$ cat src/hw/rtl/rdwc_pkg.sv
// Package for the radio duty window controller.
// Holds the event, status, radio-state and wake codes plus the state and config structs.
// No dependencies.
package rdwc_pkg;

  localparam int TIMER_W = 24;
  localparam int TOTAL_W = 48;
  localparam int COUNT_W = 32;

  localparam logic [TOTAL_W-1:0] TOTAL_MAX = {TOTAL_W{1'b1}};

  typedef logic [2:0] func_t;
  localparam func_t FN_TICK  = 3'd0;
  localparam func_t FN_INIT  = 3'd1;
  localparam func_t FN_CONN  = 3'd2;
  localparam func_t FN_LOCAL = 3'd3;
  localparam func_t FN_RESET = 3'd4;

  typedef logic [2:0] status_t;
  localparam status_t ST_OK      = 3'd0;
  localparam status_t ST_INVALID = 3'd1;
  localparam status_t ST_NOINIT  = 3'd2;
  localparam status_t ST_BUSY    = 3'd3;
  localparam status_t ST_UNSUP   = 3'd4;
  localparam status_t ST_ALREADY = 3'd5;

  typedef logic [1:0] rstate_t;
  localparam rstate_t RS_STOPPED = 2'd0;
  localparam rstate_t RS_CONT    = 2'd1;
  localparam rstate_t RS_WINDOW  = 2'd2;

  typedef logic [1:0] mode_t;
  localparam mode_t MODE_OFF  = 2'd0;
  localparam mode_t MODE_CONT = 2'd1;
  localparam mode_t MODE_WIN  = 2'd2;
  localparam mode_t MODE_BAD  = 2'd3;

  typedef logic [1:0] wake_t;
  localparam wake_t WK_BOOT  = 2'd0;
  localparam wake_t WK_CONN  = 2'd1;
  localparam wake_t WK_TIMER = 2'd2;
  localparam wake_t WK_LOCAL = 2'd3;

  localparam int ARM_CLOSE  = 0;
  localparam int ARM_PERIOD = 1;

  typedef logic [1:0] cfg_idx_t;
  localparam cfg_idx_t CFG_MODE   = 2'd0;
  localparam cfg_idx_t CFG_WINDOW = 2'd1;
  localparam cfg_idx_t CFG_PERIOD = 2'd2;

  localparam logic [TIMER_W-1:0] WINDOW_RST = 24'd100;
  localparam logic [TIMER_W-1:0] PERIOD_RST = 24'd1000;

  typedef struct packed {
    mode_t               radio_mode;
    logic [TIMER_W-1:0]  window_ms;
    logic [TIMER_W-1:0]  period_ms;
  } cfg_t;

  typedef struct packed {
    logic                ready;
    logic                online;
    rstate_t             radio_state;
    logic                window_flag;
    logic                radio_on;
    logic                active_flag;
    logic [TOTAL_W-1:0]  radio_total;
    logic [TOTAL_W-1:0]  active_total;
    logic [COUNT_W-1:0]  window_counter;
    wake_t               wake_cause;
    logic [TIMER_W-1:0]  close_timer;
    logic [TIMER_W-1:0]  period_timer;
    logic [1:0]          timer_armed;
  } state_t;

  localparam state_t STATE_CLEAR = '{
    ready:          1'b0,
    online:         1'b0,
    radio_state:    RS_STOPPED,
    window_flag:    1'b0,
    radio_on:       1'b0,
    active_flag:    1'b0,
    radio_total:    '0,
    active_total:   '0,
    window_counter: '0,
    wake_cause:     WK_BOOT,
    close_timer:    '0,
    period_timer:   '0,
    timer_armed:    2'b00
  };

endpackage

$ cat src/hw/rtl/rdwc_step.sv
// Next-state and status logic for one event of the radio duty window controller.
// Purely combinational; depends on rdwc_pkg.
module rdwc_step import rdwc_pkg::*; #(
  parameter int MIN_WINDOW_MS = 10,
  parameter int MAX_WINDOW_MS = 10000,
  parameter int MIN_PERIOD_MS = 100,
  parameter int MAX_PERIOD_MS = 3600000
) (
  input  state_t  cur,
  input  cfg_t    cfg,
  input  func_t   func,
  input  logic    want_online,
  input  logic    lease_active,
  input  logic    workspace_free,
  output state_t  nxt,
  output status_t status
);

  localparam logic [TIMER_W-1:0] MIN_W = TIMER_W'(MIN_WINDOW_MS);
  localparam logic [TIMER_W-1:0] MAX_W = TIMER_W'(MAX_WINDOW_MS);
  localparam logic [TIMER_W-1:0] MIN_P = TIMER_W'(MIN_PERIOD_MS);
  localparam logic [TIMER_W-1:0] MAX_P = TIMER_W'(MAX_PERIOD_MS);

  // Caller guarantees no window is open and mode is windowed.
  function automatic state_t open_window(input state_t s_in, input wake_t cause,
                                         input logic [TIMER_W-1:0] win);
    state_t s;
    s = s_in;
    s.radio_on               = 1'b1;
    s.radio_state            = RS_WINDOW;
    s.window_flag            = 1'b1;
    s.window_counter         = s.window_counter + COUNT_W'(1);
    s.wake_cause             = cause;
    s.close_timer            = win;
    s.timer_armed[ARM_CLOSE] = 1'b1;
    return s;
  endfunction

  logic    cf;
  logic    pf;
  logic    bad_win;
  state_t  s;
  status_t st;

  assign bad_win = (cfg.window_ms == '0) || (cfg.period_ms == '0) ||
                   (cfg.window_ms >= cfg.period_ms) ||
                   (cfg.window_ms < MIN_W) || (cfg.window_ms > MAX_W) ||
                   (cfg.period_ms < MIN_P) || (cfg.period_ms > MAX_P);

  always_comb begin
    s  = cur;
    st = ST_OK;
    cf = 1'b0;
    pf = 1'b0;
    unique case (func)
      FN_TICK: begin
        if (s.active_flag && s.active_total != TOTAL_MAX) begin
          s.active_total = s.active_total + TOTAL_W'(1);
        end
        if (s.radio_on && s.radio_total != TOTAL_MAX) begin
          s.radio_total = s.radio_total + TOTAL_W'(1);
        end
        if (s.timer_armed[ARM_CLOSE]) begin
          if (s.close_timer <= TIMER_W'(1)) begin
            cf = 1'b1;
            s.timer_armed[ARM_CLOSE] = 1'b0;
            s.close_timer = '0;
          end else begin
            s.close_timer = s.close_timer - TIMER_W'(1);
          end
        end
        if (s.timer_armed[ARM_PERIOD]) begin
          if (s.period_timer <= TIMER_W'(1)) begin
            pf = 1'b1;
            s.timer_armed[ARM_PERIOD] = 1'b0;
            s.period_timer = '0;
          end else begin
            s.period_timer = s.period_timer - TIMER_W'(1);
          end
        end
        if (cf) begin
          if (s.window_flag) begin
            if (s.radio_state == RS_WINDOW) begin
              s.radio_on    = 1'b0;
              s.radio_state = RS_STOPPED;
            end
            s.window_flag  = 1'b0;
            s.timer_armed  = 2'b00;
            s.close_timer  = '0;
            s.period_timer = '0;
          end
          if (cfg.radio_mode == MODE_WIN && !s.online) begin
            s.period_timer            = cfg.period_ms;
            s.timer_armed[ARM_PERIOD] = 1'b1;
          end
        end else if (pf) begin
          if (s.ready && cfg.radio_mode == MODE_WIN && !s.online && !s.window_flag) begin
            s = open_window(s, WK_TIMER, cfg.window_ms);
          end
        end
      end
      FN_INIT: begin
        if (cfg.radio_mode == MODE_BAD) begin
          st = ST_INVALID;
        end else if (cfg.radio_mode == MODE_WIN && bad_win) begin
          st = ST_INVALID;
        end else if (s.ready) begin
          st = ST_ALREADY;
        end else begin
          s.online         = 1'b0;
          s.radio_state    = RS_STOPPED;
          s.window_flag    = 1'b0;
          s.radio_on       = 1'b0;
          s.active_flag    = 1'b1;
          s.radio_total    = '0;
          s.active_total   = '0;
          s.window_counter = '0;
          s.wake_cause     = WK_BOOT;
          s.ready          = 1'b1;
        end
      end
      FN_CONN: begin
        if (!s.ready) begin
          st = ST_NOINIT;
        end else if (!want_online && !workspace_free) begin
          st = ST_BUSY;
        end else begin
          s.online       = want_online;
          s.wake_cause   = WK_CONN;
          s.active_flag  = want_online | lease_active;
          s.timer_armed  = 2'b00;
          s.close_timer  = '0;
          s.period_timer = '0;
          s.window_flag  = 1'b0;
          if (want_online) begin
            s.radio_on    = 1'b0;
            s.radio_state = RS_STOPPED;
          end else begin
            unique case (cfg.radio_mode)
              MODE_OFF: begin
                s.radio_on    = 1'b0;
                s.radio_state = RS_STOPPED;
              end
              MODE_CONT: begin
                s.radio_on    = 1'b1;
                s.radio_state = RS_CONT;
              end
              MODE_WIN: begin
                s.radio_on    = 1'b0;
                s.radio_state = RS_STOPPED;
                s = open_window(s, WK_CONN, cfg.window_ms);
              end
              default: begin
                // bad mode: keep side effects, roll back connectivity
                st       = ST_INVALID;
                s.online = cur.online;
              end
            endcase
          end
        end
      end
      FN_LOCAL: begin
        if (!s.ready) begin
          st = ST_NOINIT;
        end else if (cfg.radio_mode != MODE_WIN) begin
          st = ST_UNSUP;
        end else if (s.window_flag) begin
          st = ST_ALREADY;
        end else begin
          s = open_window(s, WK_LOCAL, cfg.window_ms);
        end
      end
      FN_RESET: begin
        s = STATE_CLEAR;
      end
      default: begin
        st = ST_INVALID;
      end
    endcase
    nxt    = s;
    status = st;
  end

endmodule

$ cat src/hw/rtl/radio_duty_window_controller_unit.sv
// Top level of the radio duty window controller.
// Holds config, controller state and the result register; uses rdwc_pkg and rdwc_step.
//
// Usage:
//   Input channel (in_valid/in_ready) carries one event per transaction: tick,
//   init, connectivity change, local wake event or controller reset, with the
//   lease and workspace bits alongside.
//   Output channel (out_valid/out_ready) returns one result per event: a status
//   and a snapshot of totals, window count, wake cause and flags after the event.
//   Config channel (cfg_valid/cfg_ready, cfg_index, cfg_data) writes radio mode,
//   window length and period; it is always ready and registers are used live.
// Timing:
//   out_valid rises in the cycle after the input transaction. The state update
//   is a single pass of next-state logic (two 48-bit saturating increments,
//   two 24-bit down counters and the window checks) into the state registers.
//   One event per cycle is sustained as long as the receiver takes results.
// Reset and stalls:
//   rst_n clears the state, the result register and loads register defaults.
//   While a result waits, in_ready follows out_ready, so the next event is taken
//   in the same cycle the waiting result leaves.
module radio_duty_window_controller_unit import rdwc_pkg::*; #(
  parameter int MIN_WINDOW_MS = 10,
  parameter int MAX_WINDOW_MS = 10000,
  parameter int MIN_PERIOD_MS = 100,
  parameter int MAX_PERIOD_MS = 3600000
) (
  input  logic                clk,
  input  logic                rst_n,

  input  logic                cfg_valid,
  output logic                cfg_ready,
  input  logic [1:0]          cfg_index,
  input  logic [TIMER_W-1:0]  cfg_data,

  input  logic                in_valid,
  output logic                in_ready,
  input  logic [2:0]          in_func,
  input  logic                in_want_online,
  input  logic                in_lease_active,
  input  logic                in_workspace_free,

  output logic                out_valid,
  input  logic                out_ready,
  output logic [2:0]          out_status,
  output logic [TOTAL_W-1:0]  out_active_total_ms,
  output logic [TOTAL_W-1:0]  out_radio_total_ms,
  output logic [COUNT_W-1:0]  out_windows_opened,
  output logic [1:0]          out_last_wake,
  output logic                out_radio_is_on,
  output logic                out_window_open,
  output logic                out_is_online,
  output logic                out_is_ready
);

  cfg_t    cfg_r;
  state_t  state_r;
  state_t  state_nxt;
  status_t status_r;
  status_t status_nxt;
  logic    out_valid_r;
  logic    in_fire;
  logic    cfg_fire;

  assign cfg_ready = 1'b1;
  assign cfg_fire  = cfg_valid & cfg_ready;
  assign in_ready  = ~out_valid_r | out_ready;
  assign in_fire   = in_valid & in_ready;

  always_ff @(posedge clk) begin
    if (!rst_n) begin
      cfg_r.radio_mode <= MODE_OFF;
      cfg_r.window_ms  <= WINDOW_RST;
      cfg_r.period_ms  <= PERIOD_RST;
    end else if (cfg_fire) begin
      unique case (cfg_index)
        CFG_MODE:   cfg_r.radio_mode <= cfg_data[1:0];
        CFG_WINDOW: cfg_r.window_ms  <= cfg_data;
        CFG_PERIOD: cfg_r.period_ms  <= cfg_data;
        default:    ;
      endcase
    end
  end

  rdwc_step #(
    .MIN_WINDOW_MS (MIN_WINDOW_MS),
    .MAX_WINDOW_MS (MAX_WINDOW_MS),
    .MIN_PERIOD_MS (MIN_PERIOD_MS),
    .MAX_PERIOD_MS (MAX_PERIOD_MS)
  ) u_step (
    .cur            (state_r),
    .cfg            (cfg_r),
    .func           (in_func),
    .want_online    (in_want_online),
    .lease_active   (in_lease_active),
    .workspace_free (in_workspace_free),
    .nxt            (state_nxt),
    .status         (status_nxt)
  );

  // State only moves on an input transaction, which needs the result slot free,
  // so the state registers double as the snapshot part of the result.
  always_ff @(posedge clk) begin
    if (!rst_n) begin
      state_r     <= STATE_CLEAR;
      out_valid_r <= 1'b0;
    end else begin
      if (in_fire) begin
        state_r     <= state_nxt;
        out_valid_r <= 1'b1;
      end else if (out_ready) begin
        out_valid_r <= 1'b0;
      end
    end
  end

  always_ff @(posedge clk) begin
    if (!rst_n) begin
      status_r <= ST_OK;
    end else if (in_fire) begin
      status_r <= status_nxt;
    end
  end

  assign out_valid           = out_valid_r;
  assign out_status          = status_r;
  assign out_active_total_ms = state_r.active_total;
  assign out_radio_total_ms  = state_r.radio_total;
  assign out_windows_opened  = state_r.window_counter;
  assign out_last_wake       = state_r.wake_cause;
  assign out_radio_is_on     = state_r.radio_on;
  assign out_window_open     = state_r.window_flag;
  assign out_is_online       = state_r.online;
  assign out_is_ready        = state_r.ready;

  a_window_radio: assert property (@(posedge clk) disable iff (!rst_n)
    state_r.window_flag |-> state_r.radio_on && state_r.radio_state == RS_WINDOW)
    else $error("open window without radio on");

  a_close_armed: assert property (@(posedge clk) disable iff (!rst_n)
    state_r.timer_armed[ARM_CLOSE] == state_r.window_flag)
    else $error("close timer arming out of step with window");

  a_idle_when_uninit: assert property (@(posedge clk) disable iff (!rst_n)
    !state_r.ready |-> !state_r.window_flag && !state_r.radio_on && !state_r.active_flag)
    else $error("activity while not initialized");

  a_count_step: assert property (@(posedge clk) disable iff (!rst_n)
    in_fire && in_func != FN_RESET && in_func != FN_INIT |=>
      state_r.window_counter == $past(state_r.window_counter) ||
      state_r.window_counter == $past(state_r.window_counter) + COUNT_W'(1))
    else $error("window count jumped");

endmodule

$ cat config.mk
export PLATFORM = sky130hd
export DESIGN_NAME = radio_duty_window_controller_unit
export DESIGN_NICKNAME = d
export VERILOG_FILES = /design/src/hw/rtl/rdwc_pkg.sv /design/src/hw/rtl/rdwc_step.sv /design/src/hw/rtl/radio_duty_window_controller_unit.sv
export SDC_FILE = /design/constraint.sdc
export NUM_CORES = 1
export LEC_CHECK = 0
export ABC_AREA = 1
export ABC_CLOCK_PERIOD_IN_PS = 4900
export BUFFER_PORTS_ARGS = -buffer_cell sky130_fd_sc_hd__buf_2
export CAP_MARGIN = 20
export CORE_MARGIN = 2
export CORE_UTILIZATION = 40
export CTS_BUF_LIST = sky130_fd_sc_hd__clkbuf_8
export DETAILED_ROUTE_END_ITERATION = 12
export SLEW_MARGIN = 20
export SYNTH_ARGS = -nofsm -noshare
export SYNTH_HDL_FRONTEND = slang
export SYNTH_SLANG_ARGS = --single-unit
$ cat constraint.sdc
create_clock -name clk -period 4.9 [get_ports clk]
set_input_delay 0.49 -clock clk [delete_from_list [all_inputs] [get_ports clk]]
set_output_delay 0.49 -clock clk [all_outputs]
set_load 0.05 [all_outputs]
After elaboration in Yosys (flattened, before gate mapping). Cells that the tools add are included.

Flip-flop bits (word level): 241. Output and inout port bits: 140. Logic and storage cells: 176.

Bitwise operators: 7. Equality and inequality tests: 33. Add/sub/neg operators: 5. Order comparisons: 7. Mux-type cells: 58. Reductions and logical operators: 47.

Operator list (number): $pmux W137 S5 (1); $mux W187 (3); $mux W185 (3); $mux W137 (2); $pmux W50 S4 (1); $mux W186 (1); $mux W84 (2); $mux W136 (1); $mux W131 (1); $mux W50 (2); $add A48 B1 Y48 const B (2); $mux W48 (2); $ne A48 B48 Y1 const B (2); $mux W24 (3); $mux W25 (2); $le A24 B1 Y1 const B (2); $logic_not A24 Y1 (2); $sub A24 B1 Y24 const B (2); $reduce_and A15 Y1 (3); $add A32 B1 Y32 const B (1); $mux W3 (9); $ge A24 B24 Y1 (1); $gt A24 B14 Y1 const B (1); $gt A24 B22 Y1 const B (1); other kinds (40) (107).

Longest topological paths before layout.
Depth after elaboration: 11. Mapped depth: 19.

Modules after synthesis. A second synthesis with hierarchy kept.

Cell total of the unflattened synthesis: 3890. Area, all modules: 22187.5 um2.

By module, submodules not included: radio_duty_window_controller_unit (instances 1, cells each 1688, area an instance 11409.7 um2); rdwc_step (instances 1, cells each 2202, area an instance 10777.8 um2).

Worst setup path before layout. OpenSTA, ideal clock, no wires.

Path type: flip-flop to flip-flop. Start point: register out_valid_r, in the netlist out_valid. End point: register state_r (netlist bit out_active_total_ms[28]). Setup slack: 2.683 ns. Path buffers: 3. Data arrival time: 2.085 ns. Cell stages (with the launch flop): 11. Setup time: 0.132 ns. Cell sequence: dfxtp_1 > nand2_1 > nand2_1 > inv_1 > buf_2 > nand4_4 > inv_2 > buf_6 > buf_4 > nand2_1 > a21oi_1.

Cells in the longest elaborated chain, start to end: 4.

RTL lines: start: declaration (line radio_duty_window_controller_unit.sv:60) `logic out_valid_r;`; start signal: assignment (line radio_duty_window_controller_unit.sv:105) `out_valid_r <= 1'b0;`; start signal: assignment (line radio_duty_window_controller_unit.sv:109) `out_valid_r <= 1'b1;`; start signal: assignment (line radio_duty_window_controller_unit.sv:111) `out_valid_r <= 1'b0;`; $not A1 Y1 (line radio_duty_window_controller_unit.sv:66) `assign in_ready = ~out_valid_r | out_ready;`; $or A1 B1 Y1 (line radio_duty_window_controller_unit.sv:66); via in_ready (line radio_duty_window_controller_unit.sv:36) `output logic in_ready,`; $and A1 B1 Y1 (line radio_duty_window_controller_unit.sv:67) `assign in_fire = in_valid & in_ready;`; $reduce_and A7 Y1 (no source line); end signal: assignment (line radio_duty_window_controller_unit.sv:108) `state_r <= state_nxt;`; end: declaration (line radio_duty_window_controller_unit.sv:56) `state_t state_r;`.

The timed path passes the listed nets, and every way through them passes these cells. A chain may end at the register's enable or synchronous reset.

Worst setup path in the final report.
Start point: register cfg_r[15] in the netlist's numbering. End point: register state_r (netlist bit out_radio_total_ms[36]).

Cells in the longest elaborated chain, start to end: 10. Elaborated cells on any way between the ends: 13.

RTL lines: start: declaration (line radio_duty_window_controller_unit.sv:55) `cfg_t cfg_r;`; parallel branches: the longest is 6 deep, another holds $ge A24 B24 Y1; $logic_or A1 B1 Y1 (*) (line rdwc_step.sv:48) `(cfg.period_ms < MIN_P) || (cfg.period_ms > MAX_P);`; $logic_and A1 B1 Y1 (*) (line rdwc_step.sv:105) `end else if (cfg.radio_mode == MODE_WIN && bad_win) begin`; $ne A2 B2 Y1 (no source line) (*); $reduce_and A7 Y1 (no source line) (*).

Every way passes the cells marked *.

==> flow_summary.yaml <==
routing:
  drt-wirelength-per-cell_um: 16.29
  ant_nets: 0
  via_per_inst: 5.244
  drc: 0
  drt_iter0_markers: 1221
  first_pass_iters: 5
  vias: 17080
  finalWirelength_mm: 53.07
global_routing:
  grt_usage_pct: 23.58
  antenna_found_initial: 3
  grt_max_degree: 99
  overflow: 0
  grt_pass1_vias: 15760
  grt_pass1_wl_mm: 84.84
logic_synthesis:
  async_reset_ff_share_pct: 0
  synth-main-ff-cell: "dfxtp_1"
  yosys.area_share.simple_pct: 36.19
  ys_seq_elements: 241
  avgSynthCellArea_sq_um: 6.336
  synth_compound_area_share_pct: 13.29
  synth-edff-count: 0
  yosysWarningCount: 0
  syn_inst: 2683
  synth_top_family_by_area: "simple AND/OR/NAND/NOR gates"
  synth_mux_area_share_pct: 0
  synth_nets: 2756
  seq_area_frac_synth_pct: 28.38
  syn-cell-area_sq_um: 17000
  synthAdderAreaFrac_pct: 2.650
  synth_xor_area_share_pct: 5.719
  ys_types: 56
timing:
  rsz0062_at_grt: "no"
  relSlewSlack_pct: 31.20
  finalHoldViolations: 0
  skew_ns: 0.02808
  setup_viol: 0
  tns_ns: 0
  worstMarginPinSlew_ns: 1.032
  post-route-period-util_pct: 74.88
  finalMaxSlewViolations: 0
  fin_ws_ns: 1.231
  fin_crit_ns: 3.669
  max_freq_mhz: 272.5
worst_setup_path:
  r2r_setup_slack_ns: 1.23
  critPathKind: "reg -> reg"
  worstRegToRegCells: 13
  regToRegStartpoint: "cfg_r[15]"
  cp.required_ns: 5.43
  critPathCaptureType: "flip-flop"
  worst-path-max-fanout: 49
  arrival_ns: 4.20
  start_kind: "flip-flop"
  crit_path_start: "cfg_r[15]"
  r2r-end: "out_radio_total_ms[36]"
clocking:
  cts_root_buffer: "clkbuf_8"
  clk_latency_ns: 0.63
  numClockSinks: 241
  cts_tree: "yes"
  ctsResizeCount: 0
  cts_buffer_depth: 3
  post_cts_buffers: 0
  path_clk_slew_ns: 0.05
  cts_htree_levels: 2
  cts_buffers: 47
  holdBufCountCts: 0
die:
  io_pins: 177
  row_count: 75
  die_area_sq_um: 44170
  core_area_sq_um: 41950
  die_w_um: 210.2
  die_h_um: 210.2
  initial_core_util_pct: 40.53
cells_and_area:
  stdcell_count: 3257
  final_cell_mix: "623 x nand2_1, 457 x nor2_1, 241 x dfxtp_1"
  seqCellArea_sq_um: 4825
  n_fill_cell: 4580
  fin_nets: 2760
  layout-drive-gt1-share_pct: 12.44
  multi_input_area_sq_um: 9838
  final_common_cell: "nand2_1"
  syn2layout_area_growth_pct: 5.726
placement:
  place_hpwl_mm: 38.78
  placed_cells: 3176
  post-place-ws_ns: 1.254
  gp_congestion: 0.9480
  io_buffers: 175
job:
  cap_violations: 0
power_and_ir_drop:
  power_switching_mw: 1.505
  switching_share_pct: 32.00
  ir_drop_v: 0.0002055
  internal-power_mw: 3.198
  combinationalPowerShare_pct: 14.7
  p_leak_nw: 7.200
  power.density_nw_per_um2: 261.6
  p_seq_share_pct: 44.9
  clock_power_share_pct: 40.4
outcome:
  status: "finished clean"
min_path:
  min_to: "cfg_r[9]"
  holdPathStages: 3
  hp-start: "cfg_data[9]"
  hold_class: "in -> reg"
metal layers:
metal / up-vias / track usage (%) / part of all wire (%)
li1: 8578 / - / -
met5: - / 0 / 0
met4: 0 / 6.750 / 2.4
met3: 95 / 3.725 / 5.3
met2: 443 / 36.83 / 44
met1: 7963 / 33.50 / 48
through the flow:
step	hold slack, ns	total power, mW	util, %	cell area, sq um
2_1_floorplan	0.4379	2.695	-	17000
3_3_place_gp	0.4520	2.830	40.81	17120
3_5_place_dp	0.4570	2.841	40.81	17120
5_1_grt	0.09495	4.942	42.85	17970
6_report	0.1203	4.702	42.85	17970
4_1_cts	0.07432	4.769	42.82	17960
power groups by stage:
stage | clock, mW | sequential (mW) | combinational, mW
final | 1.90 | 2.11 | 0.692
after CTS | 1.97 | 2.11 | 0.692
after global placement | 0 | 2.15 | 0.682
after floorplan | 0 | 2.14 | 0.557
after global routing | 2.05 | 2.12 | 0.773
after detailed placement | 0 | 2.15 | 0.690
how the worst max path moves through the flow:
stage	end	slack [ns]
after detailed placement	out_radio_total_ms[33]	1.25
final	out_radio_total_ms[36]	1.23
after global routing	out_radio_total_ms[36]	0.84
after CTS	out_radio_total_ms[33]	1.22
after global placement	out_radio_total_ms[13]	1.31
after floorplan	out_active_total_ms[28]	2.68
critical path: stages, from the launching register on:
cell and delay (ns):
dfxtp_1 0.43, inv_1 0.11, ha_1 0.34, a21oi_1 0.12, o21ai_0 0.09, nor2_1 0.19, nand2_1 0.08, nand2_1 0.05
nand2_1 0.12, nand3_2 0.21, nand4_4 0.61, inv_2 0.90, nand2_1 0.12, a21oi_1 0.17
kinds of logic (layout without fill, tap and decap cells):
| kind of cell | Yosys count | in the layout |
|---|---|---|
| adder cells (fa/ha/maj) | 36 | 36 |
| AO/OA/AOI/OAI | 414 | 414 |
| buffers and inverters | 453 | 487 |
| AND/OR/NAND/NOR | 1427 | 1427 |
| flip-flops | 241 | 241 |
| XOR/XNOR | 111 | 111 |
| other | 1 | 2 |
Yosys cell counts (all sizes together), types with 2 or more instances:
library cell | count | share of area, %
o221ai | 2 | 0.10
a21boi | 5 | 0.24
nand2 | 629 | 14
a221oi | 3 | 0.15
nor3 | 63 | 2.3
nor4 | 20 | 0.77
xnor2 | 22 | 1.1
o211ai | 30 | 1.3
clkbuf | 50 | 1.1
buf | 179 | 7.7
inv | 223 | 4.9
o21bai | 10 | 0.44
nand3 | 151 | 4.5
a211oi | 2 | 0.088
o22ai | 3 | 0.11
a31oi | 3 | 0.11
nand3b | 7 | 0.31
nor2 | 489 | 11
o21ai | 131 | 3.9
nor3b | 3 | 0.13
xor2 | 89 | 4.6
a21oi | 219 | 6.5
nand4 | 54 | 2.2
o31ai | 2 | 0.088
dfxtp | 241 | 28
ha | 36 | 2.6
or2 | 9 | 0.33
final cells by class:
| class | instances | share of cell area, % |
|---|---|---|
| antenna | 1 | 0.01392 |
| clock buffer | 53 | 4.058 |
| clock inverter | 26 | 0.6196 |
| inverter | 224 | 4.692 |
| multi-input combinational | 1989 | 54.74 |
| sequential | 241 | 26.84 |
| tap | 539 | 3.752 |
| timing repair buffer | 184 | 5.284 |
state kept, by name, summed over array words and instances, names as in the netlist:
signal / cells
cfg_r: 50
out_active_total_ms: 48
out_is_online: 1
out_is_ready: 1
out_last_wake: 2
out_radio_is_on: 1
out_radio_total_ms: 48
out_status: 3
out_valid: 1
out_window_open: 1
out_windows_opened: 32
state_r: 53
No activity file was read; power rests on OpenSTA's default activity.
